## src/rtl/dnd_pkg.sv

```systemverilog
// Shared types and constants for the DNS name decompressor.
package dnd_pkg;

  localparam int unsigned PACKET_BYTES_DEF = 512;
  localparam int unsigned MAX_NAME_LEN     = 254;

  localparam logic       OP_LOAD   = 1'b0;
  localparam logic       OP_PARSE  = 1'b1;
  localparam logic [1:0] LABEL_TAG = 2'b00;
  localparam logic [1:0] PTR_TAG   = 2'b11;

  typedef enum logic [2:0] {
    ST_OK    = 3'd0,
    ST_LONG  = 3'd1,
    ST_TRUNC = 3'd2,
    ST_LOOP  = 3'd3,
    ST_RESV  = 3'd4
  } status_e;

  typedef enum logic [2:0] {
    S_IDLE,
    S_HEAD,
    S_COPY,
    S_PTR,
    S_FIN
  } state_e;

  // Commands from the controller to the datapath.
  typedef struct packed {
    logic    load;
    logic    start;
    logic    push;
    logic    advance;
    logic    label_begin;
    logic    ptr_begin;
    logic    ptr_jump;
    logic    set_status;
    status_e status;
    logic    flush;
    logic    emit_last;
  } cmd_t;

  // Status from the datapath to the controller.
  typedef struct packed {
    logic       pos_lt_len;
    logic       byte_zero;
    logic [1:0] byte_tag;
    logic       too_long;
    logic       label_trunc;
    logic       ptr_trunc;
    logic       target_trunc;
    logic       loop;
    logic       fill_full;
    logic       out_free;
    logic       cnt_last;
  } sts_t;

endpackage

```

## src/rtl/dnd_ctrl.sv

```systemverilog
// Controller: state machine that sequences loads and the name walk.
module dnd_ctrl (
  input  logic          clk_i,
  input  logic          rst_ni,
  input  logic          in_valid_i,
  output logic          in_ready_o,
  input  logic          op_i,
  input  dnd_pkg::sts_t sts_i,
  output dnd_pkg::cmd_t cmd_o
);

  dnd_pkg::state_e state_q, state_d;

  always_comb begin
    state_d = state_q;
    case (state_q)
      dnd_pkg::S_IDLE: begin
        if (in_valid_i && (op_i == dnd_pkg::OP_PARSE)) begin
          state_d = dnd_pkg::S_HEAD;
        end
      end
      dnd_pkg::S_HEAD: begin
        if (!sts_i.fill_full) begin
          if (!sts_i.pos_lt_len || sts_i.byte_zero) begin
            state_d = dnd_pkg::S_FIN;
          end else if (sts_i.byte_tag == dnd_pkg::LABEL_TAG) begin
            state_d = (sts_i.too_long || sts_i.label_trunc) ? dnd_pkg::S_FIN
                                                            : dnd_pkg::S_COPY;
          end else if (sts_i.byte_tag == dnd_pkg::PTR_TAG) begin
            state_d = sts_i.ptr_trunc ? dnd_pkg::S_FIN : dnd_pkg::S_PTR;
          end else begin
            state_d = dnd_pkg::S_FIN;
          end
        end
      end
      dnd_pkg::S_COPY: begin
        if (!sts_i.fill_full && sts_i.cnt_last) begin
          state_d = dnd_pkg::S_HEAD;
        end
      end
      dnd_pkg::S_PTR: begin
        if (sts_i.target_trunc || sts_i.loop) begin
          state_d = dnd_pkg::S_FIN;
        end else begin
          state_d = dnd_pkg::S_HEAD;
        end
      end
      dnd_pkg::S_FIN: begin
        if (!sts_i.fill_full && sts_i.out_free) begin
          state_d = dnd_pkg::S_IDLE;
        end
      end
      default: state_d = dnd_pkg::S_IDLE;
    endcase
  end

  always_comb begin
    cmd_o      = '0;
    in_ready_o = 1'b0;
    case (state_q)
      dnd_pkg::S_IDLE: begin
        in_ready_o = 1'b1;
        if (in_valid_i) begin
          if (op_i == dnd_pkg::OP_PARSE) begin
            cmd_o.start = 1'b1;
          end else begin
            cmd_o.load = 1'b1;
          end
        end
      end
      dnd_pkg::S_HEAD: begin
        if (sts_i.fill_full) begin
          cmd_o.flush = sts_i.out_free;
        end else if (!sts_i.pos_lt_len) begin
          cmd_o.set_status = 1'b1;
          cmd_o.status     = dnd_pkg::ST_TRUNC;
        end else if (sts_i.byte_zero) begin
          // The terminating zero byte belongs to the name.
          cmd_o.push       = 1'b1;
          cmd_o.set_status = 1'b1;
          cmd_o.status     = dnd_pkg::ST_OK;
        end else if (sts_i.byte_tag == dnd_pkg::LABEL_TAG) begin
          if (sts_i.too_long) begin
            cmd_o.set_status = 1'b1;
            cmd_o.status     = dnd_pkg::ST_LONG;
          end else if (sts_i.label_trunc) begin
            cmd_o.set_status = 1'b1;
            cmd_o.status     = dnd_pkg::ST_TRUNC;
          end else begin
            cmd_o.label_begin = 1'b1;
          end
        end else if (sts_i.byte_tag == dnd_pkg::PTR_TAG) begin
          if (sts_i.ptr_trunc) begin
            cmd_o.set_status = 1'b1;
            cmd_o.status     = dnd_pkg::ST_TRUNC;
          end else begin
            cmd_o.ptr_begin = 1'b1;
          end
        end else begin
          cmd_o.set_status = 1'b1;
          cmd_o.status     = dnd_pkg::ST_RESV;
        end
      end
      dnd_pkg::S_COPY: begin
        if (sts_i.fill_full) begin
          cmd_o.flush = sts_i.out_free;
        end else begin
          cmd_o.push    = 1'b1;
          cmd_o.advance = 1'b1;
        end
      end
      dnd_pkg::S_PTR: begin
        if (sts_i.target_trunc) begin
          cmd_o.set_status = 1'b1;
          cmd_o.status     = dnd_pkg::ST_TRUNC;
        end else if (sts_i.loop) begin
          cmd_o.set_status = 1'b1;
          cmd_o.status     = dnd_pkg::ST_LOOP;
        end else begin
          cmd_o.ptr_jump = 1'b1;
        end
      end
      dnd_pkg::S_FIN: begin
        if (sts_i.fill_full) begin
          cmd_o.flush = sts_i.out_free;
        end else begin
          cmd_o.emit_last = sts_i.out_free;
        end
      end
      default: begin
        cmd_o = '0;
      end
    endcase
  end

  always_ff @(posedge clk_i or negedge rst_ni) begin
    if (!rst_ni) begin
      state_q <= dnd_pkg::S_IDLE;
    end else begin
      state_q <= state_d;
    end
  end

endmodule

```

## config.mk

```make
export PLATFORM = sky130hd
export DESIGN_NAME = dnd_ctrl
export DESIGN_NICKNAME = d
export VERILOG_FILES = /design/src/rtl/dnd_pkg.sv /design/src/rtl/dnd_ctrl.sv
export SDC_FILE = /design/constraint.sdc
export NUM_CORES = 1
export LEC_CHECK = 0
export ABC_CLOCK_PERIOD_IN_PS = 4100
export BUFFER_PORTS_ARGS = -buffer_cell sky130_fd_sc_hd__clkbuf_2
export CAP_MARGIN = 20
export CELL_PAD_IN_SITES_DETAIL_PLACEMENT = 0
export CELL_PAD_IN_SITES_GLOBAL_PLACEMENT = 1
export CORE_MARGIN = 1
export CORE_UTILIZATION = 28
export CTS_CLUSTER_DIAMETER = 30
export DETAILED_ROUTE_END_ITERATION = 7
export GPL_ROUTABILITY_DRIVEN = 0
export HOLD_SLACK_MARGIN = 0.03
export PLACE_DENSITY_LB_ADDON = 0.25
export SLEW_MARGIN = 10
export SYNTH_ARGS = -nofsm -noshare
export SYNTH_HDL_FRONTEND = slang
export SYNTH_SLANG_ARGS = --single-unit
```

## constraint.sdc

```tcl
create_clock -name clk_i -period 4.1 [get_ports clk_i]
set_input_delay 0.205 -clock clk_i [delete_from_list [all_inputs] [get_ports clk_i]]
set_output_delay 0.205 -clock clk_i [all_outputs]
set_load 0.02 [all_outputs]
```

# Word-level counts from Yosys, hierarchy flattened
# Index checks and enable logic that the tools add are counted.
# totals
inputBits,16
output_inout_bits,14
ff_bits,3
elab_cells,72
# classes
reduce_logical,12
n_mux,50
n_eq_ne,9
# ops
operator,count
$mux 4,10
$mux 3,10
$mux 1,20
$pmux 3 s5,1
$mux 2,7
$ne 2x2->1 const B,4
$pmux 4 s2,1
$eq 3x2->1 const B,2
$reduce_and 4->1,1
$eq 3x1->1 const B,1
$eq 3x3->1 const B,1
$logic_and 1x1->1,3
$logic_not 3->1,1
$logic_or 1x1->1,3
$reduce_or 3->1,1
$eq 2x2->1 const B,1
$logic_not 1->1,2
$logic_not 2->1,1
$pmux 1 s2,1

# Longest topological paths before layout
# depth
word_depth,7
ltp_mapped,5
depth_no_buf,5

# Worst setup path after synthesis
# No wires, ideal clock.
# synth_timing
path_type,flip-flop to output port
from,reg state_q[2]
to,out cmd_o[7] in the netlist's numbering
slack_ps,2237
arrival_time_ps,1658
t_required_ps,3895
stages_incl_launch_ff,5
n_path_buf,2
cell_sequence,dfrtp_1 > buf_6 > or4b_1 > buf_2 > nor3_1
# synth_lines
item,line_no,source
from (decl),dnd_ctrl.sv:12,"dnd_pkg::state_e state_q, state_d;"
from (signal assigned),dnd_ctrl.sv:138,state_q <= dnd_pkg::S_IDLE;
from (signal assigned),dnd_ctrl.sv:140,state_q <= state_d;
to (decl),dnd_ctrl.sv:9,output dnd_pkg::cmd_t cmd_o

==> run summary <==
FLOORPLANNING
--------------------------------------------------------------------------------------------------------
Starting utilization of the core area                                                             29.98%
Number of core rows                                                                                   14
Total I/O pin count                                                                                   30
Height of the die                                                                               42.17 µm
Die Wd                                                                                          42.17 µm
Total die area                                                                                  1778 µm²
Core box area                                                                                   1506 µm²

CLOCK NETWORK
--------------------------------------------------------------------------------------------------------
Number of buffers created by CTS                                                                       3
Count of cells resized by post-cts repair                                                              0
Root buffer cell                                                                                clkbuf_4
Total number of clock tree sinks                                                                       3
TritonCTS clock tree                                                                               built
Post-CTS clock slew at the launch and capture registers of the worst setup and hold paths        0.04 ns
Post-CTS Setup Repair Bufs                                                                             0
Clock latency on the worst-skew pair                                                             0.24 ns
Maximum level of the CTS H-tree                                                                        1
Total of hold buffers inserted after clock tree synthesis                                              1
Max clock buf depth                                                                                    2

STA
--------------------------------------------------------------------------------------------------------
Setup-violating endpoint count in the final report                                                     0
Timing-limited maximum frequency                                                              0.4617 GHz
Final period utilization                                                                          52.82%
Hold Violations, Final                                                                                 0
Worst clock skew                                                                              0.01206 ns
RSZ-0062 raised after global routing                                                                  no
Slew at the pin closest to its max-slew limit                                                  0.3332 ns
Headroom to the max-slew limit                                                                    77.78%
Setup TNS Final                                                                                     0 ns
Min Clock Period, post-route                                                                    2.166 ns
Hold Slack                                                                                     0.2888 ns
Pins Over Slew Limit                                                                                   0

ROUTE
--------------------------------------------------------------------------------------------------------
Detailed Routing Iterations Pass 1                                                                     3
Wire length after detailed routing                                                               1164 µm
Amount of wire on met2 after detailed routing                                                     541 µm
DR top layer                                                                                        met3
DRC                                                                                                    0
Total via count in the routed design                                                                 513
Ratio of routed vias to standard cells                                                             4.981
Antenna violation net count after detailed routing                                                     0
Number of DRC violations after detailed-routing iteration 0                                           13
Met1 layer wirelength in the final routing                                                        562 µm
WL met3                                                                                            60 µm
Final routed wire length divided by cell count                                                  11.30 µm

YOSYS
--------------------------------------------------------------------------------------------------------
Part of the Yosys area used for sequential elements                                               16.62%
Total nets after synthesis                                                                            75
Yosys top cell by area                                                                           dfrtp_1
Syn avg cell area                                                                              7.924 µm²
Area share of the largest cell type after synthesis                                               16.62%
Instance count of the mapped netlist                                                                  57
Number of distinct standard cells referenced by the synthesized netlist                               31
Syn Std Cell Area                                                                              451.7 µm²
Synth warnings                                                                                         0
Leading post-synthesis cells by cell area                                                   dfrtp_1 17%, nor3b_1 6.6%, or3b_2 5.8%, ha_1 5.5%, nand3b_1 5.0%
Flops & latches, synth                                                                                 3

POWER AND IR DROP
--------------------------------------------------------------------------------------------------------
Maximum VDD drop                                                                                123.4 µV
Static leakage                                                                                 0.3175 nW
Total internal power                                                                         0.0001309 W
Part of the total power dissipated in sequential elements                                          25.4%
Switching part of the total                                                                       45.30%
Power density cells                                                                         381.9 nW/µm²
Fraction of power consumed by the clock network                                                    22.6%
Power share of the combinational group                                                             52.1%
NetSw                                                                                        0.0001084 W

WORST SETUP PATH
--------------------------------------------------------------------------------------------------------
Critical path launch point type                                                                 register
Arr. time, crit path                                                                             1.96 ns
Sort of element at the end of the critical path                                             primary output
CP required                                                                                      3.89 ns
Largest fanout of any net on the critical path                                                        11
WS Path Type                                                                                register to primary output

GLOBAL ROUTING
--------------------------------------------------------------------------------------------------------
Number of antenna violations at the first check in global routing                                      0
Aggregate global-route resource usage                                                             13.60%
Leftover overflow at the end of global routing                                                         0
Wire length of the first global-routing pass                                                     1911 µm
Pin count of the biggest net entering global routing                                                  12
Via count of the first global-routing pass                                                           453

PLACED DESIGN
--------------------------------------------------------------------------------------------------------
Placed Cells                                                                                          98
DP HPWL                                                                                         916.1 µm
Number of input and output port buffers inserted                                                      29

LAYOUT
--------------------------------------------------------------------------------------------------------
Area Growth Syn to Fin                                                                            38.78%
Number of flip-flops in the largest register                                                           3
Antenna Diode Count                                                                                    0
Layout Nets                                                                                          106
Largest registers ranked by flip-flop count                                                   state_q x3
Post-Layout Cell Count                                                                               103
Layout filler cell count                                                                             174
Share of post-route cells with drive strength above 1                                             42.53%
Register containing the most flip-flops in the final layout                                      state_q

WORST HOLD PATH
--------------------------------------------------------------------------------------------------------
Type of the most critical hold path                                                         primary input to asynchronous set/reset pin

JOB
--------------------------------------------------------------------------------------------------------
Maximum capacitance violations                                                                         0

OUTCOME
--------------------------------------------------------------------------------------------------------
Status                                                                                         completed

routing by layer:
layer | vias to the layer above | GRT usage (%)
met5 | - | 0
met4 | 0 | 7.500
met3 | 0 | 2.155
met2 | 16 | 21.23
met1 | 223 | 17.72
li1 | 274 | -
layout by cell type (no fill, tap or decap), drive strengths merged, types with 2 or more instances in the layout:
cell and count:
nor2 4, nand2 2, clkbuf 33, nor3 4, inv 3, ha 2
and3 3, dfrtp 3, o21ai 3, nand3b 3, or3b 4, nor3b 4
nor2b 3
stage by stage:
| step | setup slack, ns | utilization (%) | area [µm²] | power (W) |
|---|---|---|---|---|
| 2_1_floorplan | 2.237 | - | 451.7 | 0.0001555 |
| 3_5_place_dp | 2.195 | 39.20 | 590.6 | 0.0001853 |
| 3_3_place_gp | 2.212 | 39.20 | 590.6 | 0.0001843 |
| 4_1_cts | 1.940 | 41.61 | 626.9 | 0.0002410 |
| 6_report | 1.934 | 41.61 | 626.9 | 0.0002394 |
| 5_1_grt | 1.852 | 41.61 | 626.9 | 0.0002571 |
synthesized netlist by cell type:
cell type  n
o21bai_1   1
a211o_1    1
nand2b_1   1
nor2_1     3
a211oi_1   1
dfrtp_1    3
nor2b_1    3
o21ai_0    3
o221ai_1   1
a21oi_1    1
ha_1       2
a31oi_1    1
or3b_1     1
o2bb2ai_1  1
or4b_1     1
nand2_1    2
xnor2_1    1
o211ai_2   1
buf_6      1
a32o_1     1
inv_1      3
nor2_4     1
nor3_1     4
and2_1     1
o311ai_0   1
and3_1     3
nor3b_1    4
or3b_2     3
buf_2      3
nand3b_1   3
a31o_1     1
worst max-delay path, stage by stage (launching register included):
cell	delay, ns
dfrtp_1	0.49
or4b_1	0.70
a211o_1	0.29
o211ai_2	0.06
clkbuf_2	0.19
power groups by stage:
stage	Combinational [W]	Sequential, W	Clock, W
after floorplan	0.000115	0.0000409	0
after global placement	0.000125	0.0000596	0
after detailed placement	0.000125	0.0000608	0
after CTS	0.000126	0.0000605	0.0000549
after global routing	0.000138	0.0000634	0.0000559
final	0.000125	0.0000607	0.0000540
final timing paths:
path | from | endpoint | slack, ns | cells past startpoint
min in group clk_i | sts_i[3] | state_q[2] | 0.32 | 3
hold / removal | rst_ni | state_q[1] | 0.29 | 2
setup / recovery | state_q[1] | cmd_o[3] | 1.93 | 4
max in group asynchronous | rst_ni | state_q[2] | 3.69 | 2
hold reg to reg | state_q[2] | state_q[1] | 0.63 | 1
setup reg to reg | state_q[1] | state_q[1] | 2.53 | 3
layout make-up:
type / count / area, µm² / share of cell area (%)
inverters: 3 / 11.26 / 1.796
well taps: 16 / 20.02 / 3.194
repair buffers: 30 / 155.1 / 24.75
flip-flops and latches: 3 / 75.07 / 11.98
multi-input cells: 47 / 339.1 / 54.09
clock buffers: 4 / 26.28 / 4.192
cells by family after synthesis:
kind of cell               Yosys count  share of synthesized area [%]
adders and majority gates            2                          5.539
buffers and inverters                7                          8.309
xor gates and xnor gates             1                          1.939
AOI/OAI and AO/OA                   14                          23.82
and+or+nand+nor                     30                          43.77
DFF                                  3                          16.62
(Power assumes the default switching activity.)
